$ cat src/rtl/fenw2d_pkg.sv
`default_nettype none

package fenw2d_pkg;

    localparam int COORD_W = 10;
    localparam int DELTA_W = 16;
    localparam int SUM_W   = 64;
    localparam int SIDE_W  = 11;

    localparam logic [SIDE_W-1:0] GRID_SIDE_RESET = 11'd1024;

    localparam logic MODE_ADD   = 1'b0;
    localparam logic MODE_QUERY = 1'b1;

    localparam logic [1:0] TERM_FULL   = 2'd0;
    localparam logic [1:0] TERM_LEFT   = 2'd1;
    localparam logic [1:0] TERM_TOP    = 2'd2;
    localparam logic [1:0] TERM_CORNER = 2'd3;

    typedef struct packed {
        logic load;
        logic next_term;
        logic rd;
        logic consume;
        logic clr_wr;
        logic publish;
    } t_cmd;

    typedef struct packed {
        logic walk_ok;
        logic is_query;
        logic term_last;
        logic clr_last;
        logic out_free;
    } t_sts;

endpackage

`default_nettype wire

$ cat src/rtl/fenw2d_ctrl.sv
`default_nettype none

module fenw2d_ctrl (
    input  wire logic              i_clk,
    input  wire logic              i_rst_n,
    input  wire logic              i_in_valid,
    output logic                   o_in_ready,
    input  wire fenw2d_pkg::t_sts  i_sts,
    output fenw2d_pkg::t_cmd       o_cmd
);

    typedef enum logic [4:0] {
        S_CLEAR = 5'b00001,
        S_IDLE  = 5'b00010,
        S_WALK  = 5'b00100,
        S_READ  = 5'b01000,
        S_FIN   = 5'b10000
    } t_state;

    t_state r_state;
    t_state n_state;

    always_ff @(posedge i_clk) begin
        if (!i_rst_n) begin
            r_state <= S_CLEAR;
        end else begin
            r_state <= n_state;
        end
    end

    always_comb begin
        n_state    = r_state;
        o_cmd      = '0;
        o_in_ready = 1'b0;
        case (r_state)
            S_CLEAR: begin
                o_cmd.clr_wr = 1'b1;
                if (i_sts.clr_last) begin
                    n_state = S_IDLE;
                end
            end
            S_IDLE: begin
                o_in_ready = 1'b1;
                if (i_in_valid) begin
                    o_cmd.load = 1'b1;
                    n_state    = S_WALK;
                end
            end
            S_WALK: begin
                if (i_sts.walk_ok) begin
                    o_cmd.rd = 1'b1;
                    n_state  = S_READ;
                end else if (!i_sts.is_query) begin
                    n_state = S_IDLE;
                end else if (i_sts.term_last) begin
                    n_state = S_FIN;
                end else begin
                    o_cmd.next_term = 1'b1;
                end
            end
            S_READ: begin
                o_cmd.consume = 1'b1;
                n_state       = S_WALK;
            end
            S_FIN: begin
                if (i_sts.out_free) begin
                    o_cmd.publish = 1'b1;
                    n_state       = S_IDLE;
                end
            end
            default: begin
                n_state = S_CLEAR;
            end
        endcase
    end

endmodule

`default_nettype wire

$ cat config.mk
export PLATFORM = sky130hd
export DESIGN_NAME = fenw2d_ctrl
export DESIGN_NICKNAME = d
export VERILOG_FILES = /design/src/rtl/fenw2d_pkg.sv /design/src/rtl/fenw2d_ctrl.sv
export SDC_FILE = /design/constraint.sdc
export NUM_CORES = 1
export LEC_CHECK = 0
export ABC_CLOCK_PERIOD_IN_PS = 3900
export BUFFER_PORTS_ARGS = -buffer_cell sky130_fd_sc_hd__buf_2
export CAP_MARGIN = 40
export CELL_PAD_IN_SITES_DETAIL_PLACEMENT = 2
export CELL_PAD_IN_SITES_GLOBAL_PLACEMENT = 2
export CORE_MARGIN = 8
export CORE_UTILIZATION = 25
export CTS_BUF_LIST = sky130_fd_sc_hd__clkbuf_16
export DETAILED_ROUTE_END_ITERATION = 16
export PLACE_DENSITY_LB_ADDON = 0.1
export SETUP_SLACK_MARGIN = 0.3
export SYNTH_ARGS = -nofsm -noshare
export SYNTH_HDL_FRONTEND = slang
export SYNTH_SLANG_ARGS = --single-unit
$ cat constraint.sdc
create_clock -name i_clk -period 3.9 [get_ports i_clk]
set_clock_uncertainty 0.1 [all_clocks]
set_input_delay 0.195 -clock i_clk [delete_from_list [all_inputs] [get_ports i_clk]]
set_output_delay 0.195 -clock i_clk [all_outputs]
set_load 0.01 [all_outputs]
==> results.json <==
{
  "syn_nets": 56,
  "hp-class": "input pin to register",
  "met3_usage": 0.0561,
  "crit_start": "r_state[2]",
  "slew_headroom": 0.793,
  "grt_max_degree": 10,
  "cp_data_required_time_ns": 3.61,
  "drv_slew": 0,
  "yosysTopAreaCellShare": 0.262,
  "grt_usage": 0.0844,
  "routed_via_density": 4.90,
  "netlist_top_cells_area": "dfxtp_1 26%, and3_1 6.6%, nand3b_1 5.9%, nor2_1 5.9%, inv_1 4.9%",
  "synthTopCellsByCount": "6 x nor2_1, 5 x dfxtp_1, 5 x inv_1, 4 x and3_1, 3 x nand3b_1",
  "p_per_area_mw_per_mm2": 601,
  "ant_nets": 0,
  "worstMarginPinSlew_ns": 0.310,
  "area_growth_pct": 41.3,
  "critical_path_class": "register to primary output",
  "cts.sink_count": 5,
  "synth_most_common_cell": "nor2_1",
  "top_register": "r_state",
  "netlist_instances": 48,
  "hold_buffers": 0,
  "grt.busiest_layer": "met2",
  "cts_max_path_buffers": 2,
  "rsz0062_at_grt": "no",
  "drc_errors": 0,
  "first_global_vias": 399,
  "clk_root_buffer_cell": "clkbuf_16",
  "gp_congestion": 0.719,
  "htreeDepth": 1,
  "ioPinCount": 15,
  "crit_arrival_ns": 1.41,
  "nFillCells": 175,
  "post_dp_cell_area_sq_um": 459,
  "dieWidth_um": 55.1,
  "grt_pass1_wl_mm": 1.81,
  "setup_viol": 0,
  "min_path_cells": 2,
  "status": "finished clean",
  "totalWireLength_mm": 1.16,
  "final_nets": 73,
  "ys.flop_type": "dfxtp_1",
  "avgSynthCellArea_sq_um": 7.95,
  "core_area_sq_mm": 0.00147,
  "r2r_slack_ns": 2.50,
  "fin_setup_tns_ns": 0,
  "gr-usage-met1": 0.102,
  "ys_types": 28,
  "path_clk_slew_ns": 0.04,
  "wire_per_inst_um": 14.5,
  "yosys.area.top_type": "dfxtp_1",
  "start_kind": "register",
  "synth_edf_count": 0,
  "period_needed_ns": 1.70,
  "grt_overflow_total": 0,
  "ir_worst_vdd_v": 0.000389,
  "fin_crit_sh": 0.437,
  "hold_viol": 0,
  "first_pass_iters": 2,
  "largest_reg_flops": 5,
  "max_freq_mhz": 587,
  "cts_tree": "built",
  "die_area_sq_mm": 0.00303,
  "maxCapViolations": 0,
  "final_area_sq_um": 539,
  "endpoint_kind": "primary output",
  "cts_resized": 0,
  "io_buffers": 14,
  "ys_ff_latch": 5,
  "met2_usage": 0.119,
  "drt_iter0_drc": 3,
  "antennaDiodeCount": 0,
  "worstHoldStart": "i_sts[1]",
  "async_flop_share": 0,
  "start_util": 0.259,
  "die_h_um": 55.1,
  "r2r_cells": 4,
  "clock_latency_ns": 0.23,
  "synth-warning-count": 0,
  "syn_area_sq_um": 382,
  "dp_hpwl_um": 925,
  "cts_buffers": 3,
  "r2r_start": "r_state[0]",
  "top_regs": "r_state x5",
  "finalPower_uw": 324,
  "num_rows": 14,
  "cp_max_fo": 9,
  "cts_setup_buffers": 0,
  "min_to": "r_state[0]",
  "grt_antenna_before_repair": 0,
  "vias": 392,
  "r2r_end": "r_state[1]",
  "final_layout_size_suffix_gt1_frac": 0.375,
  "synth-seq-area-share": 0.262,
  "p_leak_nw": 0.284
}
-- metrics by stage --
stage / utilization / cells / hold slack [ns] / worst slack (ns)
after floorplan: - / 48 / 0.184 / 2.56
after global placement: 0.312 / 76 / 0.345 / 2.46
after detailed placement: 0.312 / 76 / 0.341 / 2.43
after CTS: 0.366 / 80 / 0.107 / 2.18
after global routing: 0.366 / 80 / 0.129 / 2.11
final: 0.366 / 80 / 0.109 / 2.20
-- metal layers --
layer	vias to the layer above	wire length [um]
met2	5	545
met4	0	0
li1	203	-
met5	-	0
met1	184	555
met3	0	56
-- critical path: stages, from the launching register on --
cell      delay (ns)
dfxtp_1         0.39
nor3_1          0.27
nand3b_1        0.17
inv_1           0.11
and2_1          0.12
buf_2           0.12
-- cells by family (layout without fill, tap and decap cells) --
| group | Yosys count | count (layout) | synth area share |
|---|---|---|---|
| flip-flops | 5 | 5 | 0.262 |
| buffers and inverters | 7 | 23 | 0.0820 |
| AND/OR/NAND/NOR | 24 | 24 | 0.393 |
| XOR/XNOR | 1 | 1 | 0.0230 |
| AO/OA/AOI/OAI | 11 | 11 | 0.239 |
-- final cells by class --
class | count | area, sq um | share of cell area
multi-input combinational | 36 | 250 | 0.464
timing repair buffer | 14 | 70.1 | 0.130
clock buffer | 3 | 75.1 | 0.139
clock inverter | 1 | 5.00 | 0.00928
inverter | 5 | 18.8 | 0.0348
tap | 16 | 20.0 | 0.0371
sequential | 5 | 100 | 0.186
-- cells in the final DEF, fill, tap and decap left out, types with 2 or more instances in the layout --
cell type	synthesis	final
clkbuf_16	0	3
buf_2	1	14
nor2_1	6	6
o21ai_0	2	2
nand3b_1	3	3
dfxtp_1	5	5
inv_1	5	5
and3_1	4	4
o211ai_1	2	2
-- power by group --
part           switching (mW)  internal [mW]
Combinational          0.0413         0.0374
Sequential             0.0158         0.0588
Clock                  0.0368          0.134
Total                  0.0938          0.230
-- how the worst max path moves through the flow --
stage                    end  slack [ns]  cells past startpoint
floorplan           o_cmd[5]        2.56                      4
global placement    o_cmd[5]        2.46                      5
detailed placement  o_cmd[5]        2.43                      5
CTS                 o_cmd[5]        2.18                      5
global route        o_cmd[5]        2.11                      5
finish              o_cmd[5]        2.20                      5
Note: power is estimated with default switching activity, not from simulation.
